[src/hdl/assert_macros.svh]
// ---------------------------------------------------------------------------
// Assertion macros
// Shared concurrent assertion forms, clocked on i_clk and disabled in reset.
// ---------------------------------------------------------------------------
`ifndef ASSERT_MACROS_SVH
`define ASSERT_MACROS_SVH

// Same-cycle implication.
`define ASSERT_NOW(label, ante, cons, msg) \
    label: assert property (@(posedge i_clk) disable iff (!i_rst_n) \
        (ante) |-> (cons)) else $error(msg);

// Next-cycle implication.
`define ASSERT_NEXT(label, ante, cons, msg) \
    label: assert property (@(posedge i_clk) disable iff (!i_rst_n) \
        (ante) |=> (cons)) else $error(msg);

`endif

[src/hdl/mm2_pkg.sv]
// ---------------------------------------------------------------------------
// mm2_pkg
// Types, constants and helpers shared by the MurmurHash2 engine modules.
// ---------------------------------------------------------------------------
package mm2_pkg;

    localparam int WORD_W    = 32;
    localparam int NBYTES_W  = 3;
    localparam int LEN_W     = 31;
    localparam int HASH_W    = 32;
    localparam int S_TDATA_W = 72;

    localparam int NB_LSB    = WORD_W;
    localparam int LEN_LSB   = WORD_W + NBYTES_W;

    localparam logic [WORD_W-1:0] MIX_MULT   = 32'h5bd1_e995;
    localparam logic [WORD_W-1:0] SEED_RESET = 32'd97;
    localparam int MIX_SHIFT   = 24;
    localparam int FIN_SHIFT_A = 13;
    localparam int FIN_SHIFT_B = 15;

    localparam int Q_DEPTH = 2;
    localparam int Q_PTR_W = (Q_DEPTH > 1) ? $clog2(Q_DEPTH) : 1;
    localparam int Q_CNT_W = $clog2(Q_DEPTH + 1);

    typedef enum logic [1:0] {
        OP_NONE,
        OP_TAIL,
        OP_WORD
    } t_op;

    typedef enum logic [2:0] {
        S_IDLE,
        S_KEY1,
        S_KEY2,
        S_HASH,
        S_FIN
    } t_state;

    typedef struct packed {
        t_op                op;
        logic [WORD_W-1:0]  word;
        logic               first;
        logic               last;
        logic [WORD_W-1:0]  init;
    } t_entry;

    // Mask that keeps the valid low bytes of a short tail word.
    function automatic logic [WORD_W-1:0] f_tail_mask(input logic [NBYTES_W-1:0] nb);
        logic [WORD_W-1:0] m;
        case (nb)
            3'd1:    m = 32'h0000_00ff;
            3'd2:    m = 32'h0000_ffff;
            3'd3:    m = 32'h00ff_ffff;
            3'd0:    m = 32'h0000_0000;
            default: m = 32'hffff_ffff;
        endcase
        return m;
    endfunction

endpackage

[src/hdl/mm2_front.sv]
// ---------------------------------------------------------------------------
// mm2_front
// Accepts input words, holds the seed and classifies each word for the back end.
// ---------------------------------------------------------------------------
module mm2_front (
    input  logic                                i_clk,
    input  logic                                i_rst_n,
    input  logic                                i_cfg_valid,
    output logic                                o_cfg_ready,
    input  logic [mm2_pkg::WORD_W-1:0]          i_cfg_data,
    input  logic                                i_tvalid,
    output logic                                o_tready,
    input  logic [mm2_pkg::S_TDATA_W-1:0]       i_tdata,
    input  logic                                i_tlast,
    input  logic                                i_tuser,
    input  logic                                i_full,
    output logic                                o_push,
    output mm2_pkg::t_entry                     o_entry
);
    import mm2_pkg::*;

    logic [WORD_W-1:0]   r_seed;
    logic [WORD_W-1:0]   word;
    logic [NBYTES_W-1:0] nb;
    logic [LEN_W-1:0]    len;

    assign o_cfg_ready = 1'b1;

    always_ff @(posedge i_clk) begin
        if (!i_rst_n) begin
            r_seed <= SEED_RESET;
        end else if (i_cfg_valid) begin
            r_seed <= i_cfg_data;
        end
    end

    assign word     = i_tdata[NB_LSB-1:0];
    assign nb       = i_tdata[LEN_LSB-1:NB_LSB];
    assign len      = i_tdata[LEN_LSB+LEN_W-1:LEN_LSB];
    assign o_tready = !i_full;
    assign o_push   = i_tvalid && !i_full;

    // Byte counts above four count as a full word.
    always_comb begin
        o_entry.word  = word & f_tail_mask(nb);
        o_entry.first = i_tuser;
        o_entry.last  = i_tlast;
        o_entry.init  = r_seed ^ {1'b0, len};
        if (nb >= 3'd4) begin
            o_entry.op = OP_WORD;
        end else if (nb == 3'd0) begin
            o_entry.op = OP_NONE;
        end else begin
            o_entry.op = OP_TAIL;
        end
    end

endmodule

[src/hdl/mm2_queue.sv]
// ---------------------------------------------------------------------------
// mm2_queue
// Short register queue of classified words between front and back end.
// ---------------------------------------------------------------------------
module mm2_queue (
    input  logic            i_clk,
    input  logic            i_rst_n,
    input  logic            i_push,
    input  mm2_pkg::t_entry i_entry,
    output logic            o_full,
    input  logic            i_pop,
    output mm2_pkg::t_entry o_entry,
    output logic            o_empty
);
    import mm2_pkg::*;

    t_entry               r_mem [Q_DEPTH];
    logic [Q_PTR_W-1:0]   r_wr_ptr;
    logic [Q_PTR_W-1:0]   r_rd_ptr;
    logic [Q_CNT_W-1:0]   r_count;

    function automatic logic [Q_PTR_W-1:0] f_next(input logic [Q_PTR_W-1:0] p);
        return (p == Q_PTR_W'(Q_DEPTH - 1)) ? '0 : p + 1'b1;
    endfunction

    assign o_full  = (r_count == Q_CNT_W'(Q_DEPTH));
    assign o_empty = (r_count == '0);
    assign o_entry = r_mem[r_rd_ptr];

    always_ff @(posedge i_clk) begin
        if (i_push) begin
            r_mem[r_wr_ptr] <= i_entry;
        end
    end

    always_ff @(posedge i_clk) begin
        if (!i_rst_n) begin
            r_wr_ptr <= '0;
            r_rd_ptr <= '0;
            r_count  <= '0;
        end else begin
            if (i_push) begin
                r_wr_ptr <= f_next(r_wr_ptr);
            end
            if (i_pop) begin
                r_rd_ptr <= f_next(r_rd_ptr);
            end
            if (i_push && !i_pop) begin
                r_count <= r_count + 1'b1;
            end else if (i_pop && !i_push) begin
                r_count <= r_count - 1'b1;
            end
        end
    end

endmodule

[src/hdl/mm2_back.sv]
// ---------------------------------------------------------------------------
// mm2_back
// Mixing sequencer around one shared constant multiplier, with output register.
// ---------------------------------------------------------------------------
`include "assert_macros.svh"

module mm2_back (
    input  logic                          i_clk,
    input  logic                          i_rst_n,
    input  logic                          i_empty,
    input  mm2_pkg::t_entry               i_entry,
    output logic                          o_pop,
    output logic                          o_tvalid,
    input  logic                          i_tready,
    output logic [mm2_pkg::HASH_W-1:0]    o_hash
);
    import mm2_pkg::*;

    t_state             r_state, n_state;
    logic [WORD_W-1:0]  r_h, n_h;
    logic [WORD_W-1:0]  r_k, n_k;
    logic               r_last, n_last;
    logic               r_out_valid, n_out_valid;
    logic [HASH_W-1:0]  r_out_hash;
    logic [WORD_W-1:0]  mul_a;
    logic [WORD_W-1:0]  prod;
    logic [WORD_W-1:0]  fin_x;
    logic [WORD_W-1:0]  base_h;
    logic               out_free;
    logic               ld_out;
    logic               hold_h;

    assign out_free = !r_out_valid || i_tready;
    assign fin_x    = r_h ^ (r_h >> FIN_SHIFT_A);
    assign prod     = mul_a * MIX_MULT;
    assign base_h   = i_entry.first ? i_entry.init : r_h;
    assign hold_h   = (r_state == S_KEY1) || (r_state == S_KEY2) || (r_state == S_FIN);

    // Next state.
    always_comb begin
        n_state = r_state;
        case (r_state)
            S_IDLE: begin
                if (!i_empty) begin
                    case (i_entry.op)
                        OP_WORD: n_state = S_KEY1;
                        OP_TAIL: n_state = S_HASH;
                        default: n_state = i_entry.last ? S_FIN : S_IDLE;
                    endcase
                end
            end
            S_KEY1:  n_state = S_KEY2;
            S_KEY2:  n_state = S_HASH;
            S_HASH:  n_state = r_last ? S_FIN : S_IDLE;
            S_FIN:   n_state = out_free ? S_IDLE : S_FIN;
            default: n_state = S_IDLE;
        endcase
    end

    // State outputs.
    always_comb begin
        o_pop  = 1'b0;
        ld_out = 1'b0;
        mul_a  = fin_x;
        case (r_state)
            S_IDLE:  o_pop = !i_empty;
            S_KEY1:  mul_a = r_k;
            S_KEY2:  mul_a = r_k;
            S_HASH:  mul_a = r_h;
            S_FIN:   ld_out = out_free;
            default: mul_a = fin_x;
        endcase
    end

    // Datapath next values.
    always_comb begin
        n_h    = r_h;
        n_k    = r_k;
        n_last = r_last;
        case (r_state)
            S_IDLE: begin
                if (!i_empty) begin
                    n_last = i_entry.last;
                    n_h    = (i_entry.op == OP_TAIL) ? (base_h ^ i_entry.word) : base_h;
                    n_k    = (i_entry.op == OP_WORD) ? i_entry.word : '0;
                end
            end
            S_KEY1:  n_k = prod ^ (prod >> MIX_SHIFT);
            S_KEY2:  n_k = prod;
            S_HASH:  n_h = prod ^ r_k;
            default: n_h = r_h;
        endcase
        n_out_valid = ld_out ? 1'b1 : (i_tready ? 1'b0 : r_out_valid);
    end

    always_ff @(posedge i_clk) begin
        r_k    <= n_k;
        r_last <= n_last;
        if (ld_out) begin
            r_out_hash <= prod ^ (prod >> FIN_SHIFT_B);
        end
    end

    always_ff @(posedge i_clk) begin
        if (!i_rst_n) begin
            r_state     <= S_IDLE;
            r_out_valid <= 1'b0;
            r_h         <= '0;
        end else begin
            r_state     <= n_state;
            r_out_valid <= n_out_valid;
            r_h         <= n_h;
        end
    end

    assign o_tvalid = r_out_valid;
    assign o_hash   = r_out_hash;

    `ASSERT_NOW(a_pop_needs_data, o_pop, !i_empty, "pop from an empty queue")
    `ASSERT_NEXT(a_fin_loads_out, ld_out, r_out_valid, "finalized hash not presented")
    `ASSERT_NEXT(a_key_keeps_hash, hold_h, $stable(r_h), "running hash changed outside a hash step")
    `ASSERT_NOW(a_fin_waits_slot, (r_state == S_FIN) && !out_free, !ld_out, "output overwritten")

endmodule

[src/hdl/murmur2_hash_engine.sv]
// ---------------------------------------------------------------------------
// murmur2_hash_engine
// 32-bit MurmurHash2 over a message streamed as little-endian 32-bit words.
// ---------------------------------------------------------------------------
//
// Channel    Dir  Handshake                      Carries
// s_axis     in   s_axis_tvalid/s_axis_tready    message word, byte count, length
// m_axis     out  m_axis_tvalid/m_axis_tready    finalized hash, one per message
// cfg        in   i_cfg_valid/o_cfg_ready        seed value
//
// The front end classifies each word and pushes it into a two-entry queue; the
// back end works through the queue with one shared 32-bit constant multiplier.
// A full word passes through KEY1, KEY2 and HASH after its pop in IDLE, a tail
// word through HASH only, an empty word through none of them; the last word of a
// message adds finalization in FIN; the multiplier does one multiply per cycle.
// Reset is synchronous and active low; it empties the queue, returns the
// sequencer to idle, drops the output word and loads the seed with 97.
// The input side stalls only when the queue is full; the hash waits in its
// output register while the back end goes on with the next message.
// ---------------------------------------------------------------------------
module murmur2_hash_engine (
    input  logic                                i_clk,
    input  logic                                i_rst_n,
    // Seed write channel.
    input  logic                                i_cfg_valid,
    output logic                                o_cfg_ready,
    input  logic [mm2_pkg::WORD_W-1:0]          i_cfg_data,
    // Input words.
    input  logic                                s_axis_tvalid,
    output logic                                s_axis_tready,
    // tdata: word [31:0], nbytes [34:32], total_len [65:35], zero [71:66]
    input  logic [mm2_pkg::S_TDATA_W-1:0]       s_axis_tdata,
    input  logic                                s_axis_tlast,
    // tuser: first [0]
    input  logic                                s_axis_tuser,
    // Result words.
    output logic                                m_axis_tvalid,
    input  logic                                m_axis_tready,
    // tdata: hash [31:0]
    output logic [mm2_pkg::HASH_W-1:0]          m_axis_tdata
);
    import mm2_pkg::*;

    t_entry push_entry;
    t_entry head_entry;
    logic   push;
    logic   pop;
    logic   q_full;
    logic   q_empty;

    // The front end owns the seed and decides how each word is mixed.
    mm2_front u_front (
        .i_clk       (i_clk),
        .i_rst_n     (i_rst_n),
        .i_cfg_valid (i_cfg_valid),
        .o_cfg_ready (o_cfg_ready),
        .i_cfg_data  (i_cfg_data),
        .i_tvalid    (s_axis_tvalid),
        .o_tready    (s_axis_tready),
        .i_tdata     (s_axis_tdata),
        .i_tlast     (s_axis_tlast),
        .i_tuser     (s_axis_tuser),
        .i_full      (q_full),
        .o_push      (push),
        .o_entry     (push_entry)
    );

    mm2_queue u_queue (
        .i_clk   (i_clk),
        .i_rst_n (i_rst_n),
        .i_push  (push),
        .i_entry (push_entry),
        .o_full  (q_full),
        .i_pop   (pop),
        .o_entry (head_entry),
        .o_empty (q_empty)
    );

    // The back end keeps the running hash and emits the finalized value.
    mm2_back u_back (
        .i_clk    (i_clk),
        .i_rst_n  (i_rst_n),
        .i_empty  (q_empty),
        .i_entry  (head_entry),
        .o_pop    (pop),
        .o_tvalid (m_axis_tvalid),
        .i_tready (m_axis_tready),
        .o_hash   (m_axis_tdata)
    );

endmodule

[config.mk]
export PLATFORM = sky130hd
export DESIGN_NAME = murmur2_hash_engine
export DESIGN_NICKNAME = d
export VERILOG_FILES = /design/src/hdl/mm2_pkg.sv /design/src/hdl/mm2_front.sv /design/src/hdl/mm2_queue.sv /design/src/hdl/mm2_back.sv /design/src/hdl/murmur2_hash_engine.sv
export VERILOG_INCLUDE_DIRS = /design/src /design/src/hdl
export SDC_FILE = /design/constraint.sdc
export NUM_CORES = 1
export LEC_CHECK = 0
export BUFFER_PORTS_ARGS = -buffer_cell sky130_fd_sc_hd__buf_4
export CELL_PAD_IN_SITES_DETAIL_PLACEMENT = 0
export CELL_PAD_IN_SITES_GLOBAL_PLACEMENT = 1
export CORE_MARGIN = 10
export CORE_UTILIZATION = 35
export CTS_BUF_LIST = sky130_fd_sc_hd__clkbuf_2 sky130_fd_sc_hd__clkbuf_4 sky130_fd_sc_hd__clkbuf_8
export DETAILED_ROUTE_END_ITERATION = 6
export PLACE_DENSITY_LB_ADDON = 0.1
export SETUP_SLACK_MARGIN = 0.05
export SYNTH_ARGS = -nofsm -noshare
export SYNTH_HDL_FRONTEND = slang
export SYNTH_HIERARCHICAL = 1
export SYNTH_SLANG_ARGS = --single-unit
[constraint.sdc]
create_clock -name i_clk -period 9.25 [get_ports i_clk]
set_input_delay 1.3875 -clock i_clk [delete_from_list [all_inputs] [get_ports i_clk]]
set_output_delay 1.3875 -clock i_clk [all_outputs]
set_load 0.01 [all_outputs]
# --- Yosys cells after proc, flatten, opt, wreduce, memory -nomap -nowiden ---
# Memories as Yosys holds them, arrays and structs flattened. A register that Yosys moved wholly into a read port is not among the register bits.
# Cells that the tools add are included.
# W data, S select, Z words.
classes:
  order_cmp: 1
  muxes: 29
  bitwise: 8
  multipliers: 1
  addsub: 4
  eq_ne: 11
  reduce_logical: 20
op_table:
  columns: ["operator", "n"]
  rows:
  - ["$mux W32", 5]
  - ["$pmux W32 S2", 2]
  - ["$pmux W32 S4", 1]
  - ["$pmux W32 S3", 1]
  - ["$xor A32 B32 Y32", 2]
  - ["$and A32 B32 Y32", 1]
  - ["$mul A32 B31 Y32 const B", 1]
  - ["$xor A32 B17 Y32", 1]
  - ["$xor A32 B19 Y32", 1]
  - ["$xor A32 B31 Y32", 1]
  - ["$xor A32 B8 Y32", 1]
  - ["$pmux W3 S5", 1]
  - ["$eq A3 B2 Y1 const B", 4]
  - ["$mux W3", 4]
  - ["$mux W1", 11]
  - ["$eq A3 B1 Y1 const B", 2]
  - ["$logic_not A3 Y1", 2]
  - ["$mux W2", 3]
  - ["$pmux W3 S2", 1]
  - ["$reduce_and A2 Y1", 3]
  - ["$reduce_bool A2 Y1", 3]
  - ["$logic_not A1 Y1", 5]
  - ["$eq A2 B2 Y1 const B", 2]
  - ["$eq A3 B3 Y1 const B", 1]
  - ["other kinds (12)", 15]
word_totals:
  reg_bits: 137
  mem_bits_rw: 136
  wordCells: 85
  memories: 1
mem_list:
  columns: ["memory", "words", "word_bits", "read_ports", "rd_ports_with_merged_regs", "write_ports", "line_no", "rtl"]
  rows:
  - ["u_queue.r_mem", 2, 68, 1, 1, 1, "mm2_queue.sv:17", "t_entry r_mem [Q_DEPTH];"]

# --- Longest topological paths before layout ---
# Gate-level depths: netlist (run 1).
depth:
  word_depth: 7
  mapped_depth: 34
  mapped_depth_nobuf: 30

# --- Modules after synthesis ---
# Netlist (run 1), hierarchy kept.
modules_own_cells:
  columns: ["mod", "n_inst", "area_each_um2", "cells_each", "seq_area_each_um2"]
  rows:
  - ["mm2_back", 1, 15653.8, 1705, 2672.6]
  - ["mm2_queue", 1, 5213.8, 234, 4184.0]
  - ["mm2_front", 1, 1811.7, 180, 640.6]

# --- Worst setup path after synthesis (run 1) ---
# OpenSTA, ideal clock, no wires.
synth_timing:
  path_kind: "flip-flop to flip-flop"
  startpoint: "reg u_back.r_state[1]"
  endpoint: "reg u_back.r_k[0] (data pin)"
  setup_ns: 0.261
  slack_ns: 0.941
  t_required_ns: 8.989
  synth_period_minus_slack_ns: 8.309
  arrival_ns: 8.048
  path_stages_with_launch: 31
  path_cell_list: "dfxtp_1 buf_6 clkbuf_1 mux2_2 a22oi_1 o22ai_1 xor2_1 ha_1 or2_2 ha_1 inv_1 fa_1 inv_1 ha_1 fa_1 inv_1 fa_1 inv_1 fa_1 inv_1 fa_1 inv_1 ha_1 a2111o_1 or4b_1 o21ai_2 nand3_1 a21oi_1 xnor2_1 o21ai_0 a221o_1"
synth_via:
  elab_chain_cells: 6
synth_rtl:
  columns: ["item", "line_no", "rtl"]
  rows:
  - ["from (decl)", "mm2_back.sv:19", "t_state r_state, n_state;"]
  - ["from (signal assigned)", "mm2_back.sv:110", "r_state <= n_state;"]
  - ["$eq A3 B2 Y1 / $eq A3 B1 Y1 (equally long branches)", null, null]
  - ["$reduce_or A2 Y1 (no source line)", null, null]
  - ["$pmux W32 S2 *", "mm2_back.sv:65", "case (r_state)"]
  - ["$mul A32 B31 Y32 *", "mm2_back.sv:35", "assign prod = mul_a * MIX_MULT;"]
  - ["named net u_back.prod[24]", "mm2_back.sv:26", "logic [WORD_W-1:0] prod;"]
  - ["$xor A32 B8 Y32 *", "mm2_back.sv:88", "S_KEY1: n_k = prod ^ (prod >> MIX_SHIFT);"]
  - ["$pmux W32 S3 *", "mm2_back.sv:80", "case (r_state)"]
  - ["named net u_back.n_k[0]", "mm2_back.sv:21", "logic [WORD_W-1:0] r_k, n_k;"]
  - ["to (signal assigned)", "mm2_back.sv:97", "r_k <= n_k;"]
  - ["to (decl)", "mm2_back.sv:21", null]
# Mark *: on every way through the listed nets, which the timed path passes. The rest lies on a longest branch.
# A chain may end at the register's enable or synchronous reset.

# --- Worst setup path in the final report (run 1) ---
# Ends and elaborated chain as after synthesis.

==> results of run 1 <==
==> Yosys cell counts, drive strengths merged (21+ instances only) <==
library cell and instances:
xnor2 101, nor2b 64, mux2i 64, a22oi 21
dfxtp 73, buf 29, nand3 54, nor2 32
a21oi 80, nand2 116, fa 172, edfxtp 201
clkbuf 53, mux2 90, o211ai 23, inv 376
and2 28, o22ai 29, o21ai 110, xor2 75
ha 208
==> what timing repair did <==
action,CTS,global route
hold endpoints to repair,0,0
setup endpoints to repair,0,26
gates resized for setup,0,2
==> worst max-delay path by stage <==
stage | endpoint | cells past startpoint
2_1_floorplan | u_back/r_k[0]$_DFFE_PP_ | 30
3_3_place_gp | u_back/r_k[4]$_DFFE_PP_ | 29
3_5_place_dp | u_back/r_k[4]$_DFFE_PP_ | 30
4_1_cts | u_back/r_k[4]$_DFFE_PP_ | 30
5_1_grt | u_back/r_k[4]$_DFFE_PP_ | 28
6_report | u_back/r_k[0]$_DFFE_PP_ | 29
==> final cells by class <==
cell class,instances,area [um2]
repair buffers,196,1480
diodes,1,2.50
fillers,6332,38500
multi-input cells,1387,13400
clock buffers,67,828
flip-flops and latches,274,7500
well taps,855,1070
inverters,376,1410
clock inverters,18,173
==> state kept, by name, indices dropped and copies added (netlist names), named ones only <==
signal,count
u_queue/r_mem,136
u_back/r_k,32
u_back/r_last,1
u_back/o_hash,32
u_queue/r_count,2
u_back/o_tvalid,1
u_back/r_state,3
u_queue/r_wr_ptr,1
u_back/r_h,32
u_queue/r_rd_ptr,1
u_front/r_seed,32
==> worst max-delay path: cells and delay by family, from the launching register on <==
kind,cells,cell delay (ns)
and+or+nand+nor,5,1.35
AOI/OAI and AO/OA,5,1.46
xor gates and xnor gates,1,0.32
DFF,1,0.54
buffers and inverters,9,1.15
adders and majority gates,9,3.82
==> logic make-up (layout without fill, tap and decap cells) <==
group / Yosys count / count (layout) / share of synthesized area (%)
buffers and inverters: 458 / 657 / 8.16
adders and majority gates: 380 / 380 / 26.7
AOI/OAI and AO/OA: 343 / 343 / 9.63
and+or+nand+nor: 328 / 328 / 7.36
DFF: 274 / 274 / 33.1
xor gates and xnor gates: 181 / 181 / 7.45
muxes: 154 / 154 / 7.66
other: 1 / 2 / 0.0165
==> per-stage QoR <==
step | cells | setup TNS, ns | util [%] | hold WS, ns
final | 3174 | 0 | 40.2 | 0.491
after global routing | 3174 | 0 | 40.2 | 0.529
after CTS | 3173 | 0 | 40.2 | 0.497
after detailed placement | 3088 | 0 | 38.6 | 0.481
after global placement | 3088 | -0.0151 | 38.6 | 0.463
after floorplan | 2119 | 0 | - | 0.462
==> per-layer routing <==
metal / vias to the layer above / global-route usage [%] / wire length, um
met3: 80 / 2.47 / 2910
met2: 340 / 31.8 / 33700
met1: 7632 / 23.7 / 30100
li1: 7461 / - / -
met5: - / 0 / 0
met4: 0 / 5.21 / 1930
==> metrics.cfg, run 1 <==
[floorplanning]
die_w_um=275
dieArea_mm2=0.0754
ios=146
die_h_um=275
rows=93
design.core.area_mm2=0.0643
start_util_pct=35.2

[status]
status=finished clean

[layout]
layout_common_cells=inv_1, ha_1, edfxtp_1
fin_area_mm2=0.0259
nNetsFinal=2772
drive_gt1_share_pct=17.8
syn_to_final_growth_pct=14.0
final_common_cell=inv_1

[timing]
min_period_ns=8.90
max-slew-margin-rel_pct=18.0
fmax_mhz=112
rsz0062_at_grt=no
finalHoldViolCount=0
worst_pin_slew_ns=1.22
timing.final.crit_share_pct=96.2
finalSetupViolations=0
drv_slew=0
final.setup.worst_slack_ns=0.347
skew_ns=0.0207

[critical_path]
r2r-start=u_back/r_state[1]$_SDFFE_PN0P_
cp.arrival_ns=9.22
r2r_setup_slack_ns=0.35
critPathSlowestCell=dfxtp_1
end_kind=flop
path_max_fanout=10
startpoint_type=flop
rr_endpoint=u_back/r_k[0]$_DFFE_PP_
cp.required_ns=9.57
slowest_delay_ns=0.54
reg2reg_depth=29
path_class=flop to flop
startpoint=u_back/r_state[1]$_SDFFE_PN0P_

[clock_network]
clock_latency_ns=0.58
cts-buffers-inserted=46
h-tree-depth=2
hold_buffers=0
post-cts-setup-buffers=0
cts_tree=done
cts.sinks=274
clk_pin_slew_worst_paths_ns=0.06
cts_buffer_depth=3
cts-root-buf=clkbuf_8

[global_routing]
first_global_vias=16700
grt_max_degree=74
overflow=0
grt_pass1_wl_um=104000
track_usage_pct=18.4
antenna_found_initial=1

[synthesis]
synth_seq_cells=274
seq_area_frac_synth_pct=33.1
yosysTopAreaCell=edfxtp_1
syn_nets=2610
synth-main-ff-cell=edfxtp_1
synth_cell_types=78
synth_area_per_cell_um2=10.7
synth_edf_count=201
yosysWarnings=6
synth_area_leaders=edfxtp_1, fa_1, ha_1
synth_top_area_share_pct=26.6
synthArstFlopShare_pct=0
synthCells=2119
syn-cell-area_mm2=0.0227

[min_path]
holdPathStages=2
hold_start=u_front/r_seed[6]$_SDFFE_PN1P_
hold_class=flop to flop
min_to=u_front/r_seed[6]$_SDFFE_PN1P_

[route]
ant_nets=0
drc=0
viasPerCell=4.89
vias=15500
dr.pass1.iters=5
wl_per_cell_um=21.6
drt-total-wl_um=68600
drtIter0Drc=827

[placed_design]
pre_cts_slack_ns=0.0902
port-buffer-count=138
dpl_cell_area_mm2=0.0248
place_congestion=0.856
hpwl_um=54200

[job]
drv_cap=0

Power of run 1 is left out: the tool's default activity adds up to more than one toggle a clock period on the data nets, which glitch-free logic cannot reach.
==> run 2: changes to the inputs <==
ABC_CLOCK_PERIOD_IN_PS = 9250   (was default)
CELL_PAD_IN_SITES_DETAIL_PLACEMENT = 1   (was 0)
GPL_ROUTABILITY_DRIVEN = 0   (was default)
==> run 2 against run 1 <==
Via count is 1.1% higher. Utilization is 0.29 points higher. Critical path depth fell by 1. Clock-buffer cell count rose by 2. Largest cell class unchanged. Global-route usage rose by 0.84 points. Critical endpoint is now u_back/r_k[2]$_DFFE_PP_.
==> metrics.cfg, run 2 (synthesized netlist as in run 1, its figures left out) <==
[status]
status=finished clean

[global_routing]
track_usage_pct=19.2  ; +0.84 points
overflow=0  ; unchanged
grt_pass1_wl_um=109000  ; +4.8%
first_global_vias=17800  ; +6.8%
grt_max_degree=74  ; unchanged
antenna_found_initial=2  ; +1

[layout]
largest-register=u_queue/r_mem
syn_to_final_growth_pct=14.8
nNetsFinal=2775  ; +0.11%
largest_reg_flops=136  ; unchanged
final_common_cell=inv_1
drive_gt1_share_pct=18.0  ; +0.20 points
layout_common_cells=inv_1, ha_1, edfxtp_1

[min_path]
hold_class=flop to flop

[critical_path]
path_class=flop to flop
critPathTopFamily=adder cells
critPathSlowestCell=a211oi_2
crit_top_cell=inv_1
end_kind=flop
slowest_delay_ns=0.58  ; +0.04 ns
critPathBufInv=9  ; unchanged
r2r_setup_slack_ns=0.55  ; +0.20 ns
cp.required_ns=9.63  ; +0.06 ns
reg2reg_depth=28  ; -3.4%
crit_end=u_back/r_k[2]$_DFFE_PP_
crit_cells=28  ; -3.4%
startpoint_type=flop
path_max_fanout=29  ; +19
cp.arrival_ns=9.08  ; -0.14 ns
startpoint=u_back/r_state[1]$_SDFFE_PN0P_
rr_endpoint=u_back/r_k[2]$_DFFE_PP_
r2r-start=u_back/r_state[1]$_SDFFE_PN0P_

[floorplanning]
ios=146  ; unchanged
die_h_um=275  ; unchanged
design.core.area_mm2=0.0643  ; unchanged
rows=93  ; unchanged
die_w_um=275  ; unchanged
start_util_pct=35.2  ; unchanged
dieArea_mm2=0.0754  ; unchanged

[placed_design]
hpwl_um=56100  ; +3.5%
port-buffer-count=138  ; unchanged

[clock_network]
h-tree-depth=2  ; unchanged
cts_tree=done
cts_buffer_depth=3  ; unchanged
clk_pin_slew_worst_paths_ns=0.07  ; about the same
cts-root-buf=clkbuf_8
clock_latency_ns=0.66  ; +0.08 ns
cts-buffers-inserted=50  ; +8.7%
cts.sinks=274  ; unchanged

[timing]
rsz0062_at_grt=no
worst_pin_slew_ns=1.22  ; -0.00376 ns
min_period_ns=8.70  ; -0.198 ns
finalHoldViolCount=0  ; unchanged
timing.final.crit_share_pct=94.1  ; -2.1 points
skew_ns=0.0308  ; +0.0102 ns
tns_ns=0  ; unchanged
finalSetupViolations=0  ; unchanged
max-slew-margin-rel_pct=18.3  ; +0.25 points
drv_slew=0  ; unchanged
fmax_mhz=115  ; +2.3%

[route]
ant_nets=0  ; unchanged
vias=15700  ; +1.1%
drtIter0Drc=645  ; -22%
drc=0  ; unchanged
drt-total-wl_um=71100  ; +3.6%
viasPerCell=4.93  ; +0.84%
wl_per_cell_um=22.3  ; +3.3%
dr.pass1.iters=5  ; unchanged

[job]
drv_cap=0  ; unchanged

==> run 2: cell types whose count changed in the layout (fill, tap and decap cells not counted), sizes merged <==
cell      delta
buf          -1
clkinvlp     -1
bufinv       +2
clkbuf       +2
inv          +2
diode        +1
clkinv       +4
==> run 2: layout make-up <==
type                    count  area [um2]
fillers                  7041       38300
inverters                 376        1410
clock inverters            25         267
diodes                      2        5.00
multi-input cells        1387       13400
repair buffers            195        1490
well taps                 855        1070
clock buffers              69         912
flip-flops and latches    274        7500
==> run 2: stage by stage <==
step	hold WS (ns)	area (um2)	util (%)	setup slack, ns	cells
floorplan	0.462	22700	-	0.941	2119
global placement	0.445	24800	38.6	0.252	3087
detailed placement	0.481	24800	38.6	0.150	3087
CTS	0.497	26000	40.4	0.109	3181
global route	0.509	26000	40.5	0.0733	3182
finish	0.489	26000	40.5	0.545	3183
==> run 2: worst min path at each step <==
| stage | to | slack [ns] | from | cells past startpoint |
|---|---|---|---|---|
| after CTS | u_queue/r_mem[1][31]$_DFFE_PP_ | 0.50 | u_front/r_seed[31]$_SDFFE_PN0P_ | 0 |
| after detailed placement | u_queue/r_mem[1][31]$_DFFE_PP_ | 0.48 | u_front/r_seed[31]$_SDFFE_PN0P_ | 0 |
| after global routing | u_queue/r_mem[1][31]$_DFFE_PP_ | 0.51 | u_front/r_seed[31]$_SDFFE_PN0P_ | 0 |
| final | u_queue/r_mem[1][31]$_DFFE_PP_ | 0.49 | u_front/r_seed[31]$_SDFFE_PN0P_ | 0 |
| after floorplan | u_front/r_seed[0]$_SDFFE_PN1P_ | 0.46 | u_front/r_seed[0]$_SDFFE_PN1P_ | 2 |
| after global placement | u_queue/r_mem[0][31]$_DFFE_PP_ | 0.45 | u_front/r_seed[31]$_SDFFE_PN0P_ | 0 |
==> run 2: what timing repair did <==
item	in CTS	in global routing
hold buffers	0	0
resized for setup	0	2
buffers inserted	0	0
setup endpoints to repair	0	27
==> run 2: metal layers <==
layer	wire [um]	track usage, %	up-vias
li1	-	-	7458
met5	0	0	-
met3	3090	3.37	103
met1	30700	24.0	7842
met4	2620	6.91	0
met2	34700	32.9	284
Power of run 2 is left out for the same reason.
==> run 3: changes to the inputs <==
CTS_CLUSTER_DIAMETER = 40   (was default)
SYNTH_HIERARCHICAL = default   (was 1)
==> run 3 against run 2 <==
Worst hold slack got worse by 0.023 ns. Worst setup slack improved by 0.032 ns. Die area fell by 2.2%. Sequential share of layout area rose by 0.38 points. Flip-flop and latch count did not move. Critical path type unchanged.
==> metrics.cfg, run 3 <==
[status]
status=finished clean

[global_routing]
overflow=0  ; unchanged
grt_max_degree=64  ; -14%
first_global_vias=17900  ; +0.59%
track_usage_pct=19.9  ; +0.67 points
grt_pass1_wl_um=111000  ; +1.8%
antenna_found_initial=1  ; -1

[clock_network]
clock_latency_ns=0.60  ; -0.06 ns
cts-buffers-inserted=51  ; +2.0%
cts-root-buf=clkbuf_8
post-cts-setup-buffers=0  ; unchanged
cts.sinks=274  ; unchanged
hold_buffers=0  ; unchanged
cts_resized=0  ; unchanged
h-tree-depth=2  ; unchanged
cts_buffer_depth=3  ; unchanged
cts_tree=done
clk_pin_slew_worst_paths_ns=0.07  ; about the same

[route]
wl_per_cell_um=22.8  ; +2.0%
vias=16200  ; +3.1%
ant_nets=0  ; unchanged
drc=0  ; unchanged
dr.pass1.iters=6  ; +1
drtIter0Drc=679  ; +5.3%
viasPerCell=4.98  ; +1.0%
drt-total-wl_um=74000  ; +4.0%

[placed_design]
port-buffer-count=138  ; unchanged
dpl_cell_area_mm2=0.0246  ; -0.85%
hpwl_um=58800  ; +4.8%

[critical_path]
cp.arrival_ns=9.02  ; -0.06 ns
path_max_fanout=15  ; -48%
startpoint_type=flop
reg2reg_depth=27  ; -3.6%
end_kind=flop
cp.required_ns=9.60  ; -0.03 ns
path_class=flop to flop

[min_path]
hold_class=flop to flop
holdPathStages=0  ; unchanged

[timing]
fmax_mhz=115  ; +0.37%
max-slew-margin-rel_pct=14.2  ; -4.1 points
drv_slew=0  ; unchanged
rsz0062_at_grt=no
tns_ns=0  ; unchanged
worst_pin_slew_ns=1.28  ; +0.0605 ns
timing.final.crit_share_pct=93.8  ; -0.35 points
min_period_ns=8.67  ; -0.0324 ns
finalHoldViolCount=0  ; unchanged
finalSetupViolations=0  ; unchanged
skew_ns=0.0214  ; -0.00943 ns

[floorplanning]
rows=92  ; -1.1%
ios=146  ; unchanged
dieArea_mm2=0.0738  ; -2.2%
die_w_um=272  ; -1.1%
start_util_pct=35.2  ; about the same
die_h_um=272  ; -1.1%
design.core.area_mm2=0.0629  ; -2.3%

[layout]
fillCellCount=7126  ; +1.2%
drive_gt1_share_pct=15.5  ; -2.5 points
largest_reg_flops=136  ; unchanged
fin_area_mm2=0.0257  ; -1.3%
largest-register=u_queue.r_mem
nNetsFinal=2853  ; +2.8%
final_common_cell=inv_1
syn_to_final_growth_pct=16.0
layout_common_cells=inv_1, buf_4, ha_1

[synthesis]
yosys-top-cells-count=inv_1, ha_1, edfxtp_1
synth_seq_cells=274  ; unchanged
synth_top_area_share_pct=27.2  ; +0.63 points
synth_area_leaders=edfxtp_1, fa_1, ha_1
synthCells=2166  ; +2.2%
seq_area_frac_synth_pct=33.8  ; +0.78 points
syn-cell-area_mm2=0.0222  ; -2.3%
yosysTopAreaCell=edfxtp_1
syn_nets=2657  ; +1.8%
synth_cell_types=68  ; -13%
synth-main-ff-cell=edfxtp_1
synth.most_common_cell=inv_1
synth_area_per_cell_um2=10.2  ; -4.4%
synth_edf_count=201  ; unchanged
synthArstFlopShare_pct=0  ; unchanged
yosysWarnings=0  ; -6

[job]
drv_cap=0  ; unchanged

[run 3: changes by cell type after synthesis, sizes merged, moves of 29 or more]
cell	change
nor2	+95
nor2b	-31
mux2	-59
nand2	+59
o21ai	-36
mux2i	+29
[run 3: worst paths after layout]
path                                   startpoint                              to  slack [ns]
setup / recovery   u_back.r_state[1]$_SDFFE_PN0P_         u_back.r_k[2]$_DFFE_PP_        0.58
hold / removal    u_front.r_seed[31]$_SDFFE_PN0P_  u_queue.r_mem[0][31]$_DFFE_PP_        0.47
setup reg to reg   u_back.r_state[1]$_SDFFE_PN0P_         u_back.r_k[2]$_DFFE_PP_        0.58
hold reg to reg   u_front.r_seed[31]$_SDFFE_PN0P_  u_queue.r_mem[0][31]$_DFFE_PP_        0.47
[run 3: routing by layer]
metal / vias to the layer above / part of all wire [%] / global-route usage, %
li1: 7604 / - / -
met4: 0 / 2.8 / 5.83
met2: 257 / 52 / 36.6
met5: - / 0 / 0
met1: 8212 / 42 / 24.4
met3: 99 / 2.7 / 1.64
[run 3: kinds of logic (layout without fill, tap and decap cells)]
group,Yosys count,after routing,share of synthesized area (%)
mux,124,124,5.81
compound gates,306,306,8.57
fa+ha+maj,382,382,27.4
xor+xnor,185,185,7.51
flops,274,274,33.8
simple gates,464,464,9.44
other cells,1,2,0.0169
buf+inv,430,665,7.43
[run 3: stage by stage]
| step | instances | setup WS [ns] | util, % | hold WS (ns) |
|---|---|---|---|---|
| floorplan | 2166 | 0.962 | - | 0.425 |
| detailed placement | 3155 | 0.409 | 39.2 | 0.463 |
| global route | 3248 | 0.161 | 40.9 | 0.513 |
| CTS | 3247 | 0.390 | 40.9 | 0.477 |
| global placement | 3155 | 0.407 | 39.2 | 0.450 |
| finish | 3248 | 0.578 | 40.9 | 0.466 |
[run 3: area by class of cell]
| cell class | instances | area [um2] | share of cell area (%) |
|---|---|---|---|
| antenna | 1 | 2.50 | 0.00973 |
| tap | 846 | 1060 | 4.12 |
| timing repair buffer | 217 | 1670 | 6.48 |
| clock inverter | 26 | 249 | 0.969 |
| inverter | 356 | 1340 | 5.20 |
| clock buffer | 66 | 815 | 3.17 |
| multi-input combinational | 1462 | 13100 | 50.9 |
| sequential | 274 | 7500 | 29.2 |
[run 3: worst max-delay path: stages, from the launching register on]
cell	delay, ns
dfxtp_2	0.45
nor2b_4	0.51
buf_4	0.22
a21oi_1	0.11
o22ai_1	0.39
inv_1	0.15
fa_1	0.43
inv_1	0.12
ha_1	0.17
inv_1	0.06
fa_1	0.53
inv_1	0.07
fa_1	0.42
fa_1	0.47
fa_1	0.51
fa_1	0.50
inv_1	0.05
fa_1	0.51
inv_1	0.05
ha_1	0.37
and3_1	0.21
buf_4	0.12
nand3_1	0.07
o22ai_1	0.25
a311oi_1	0.11
xnor2_1	1.00
o21ai_0	0.23
a221o_1	0.35
Power of run 3 is left out for the same reason.
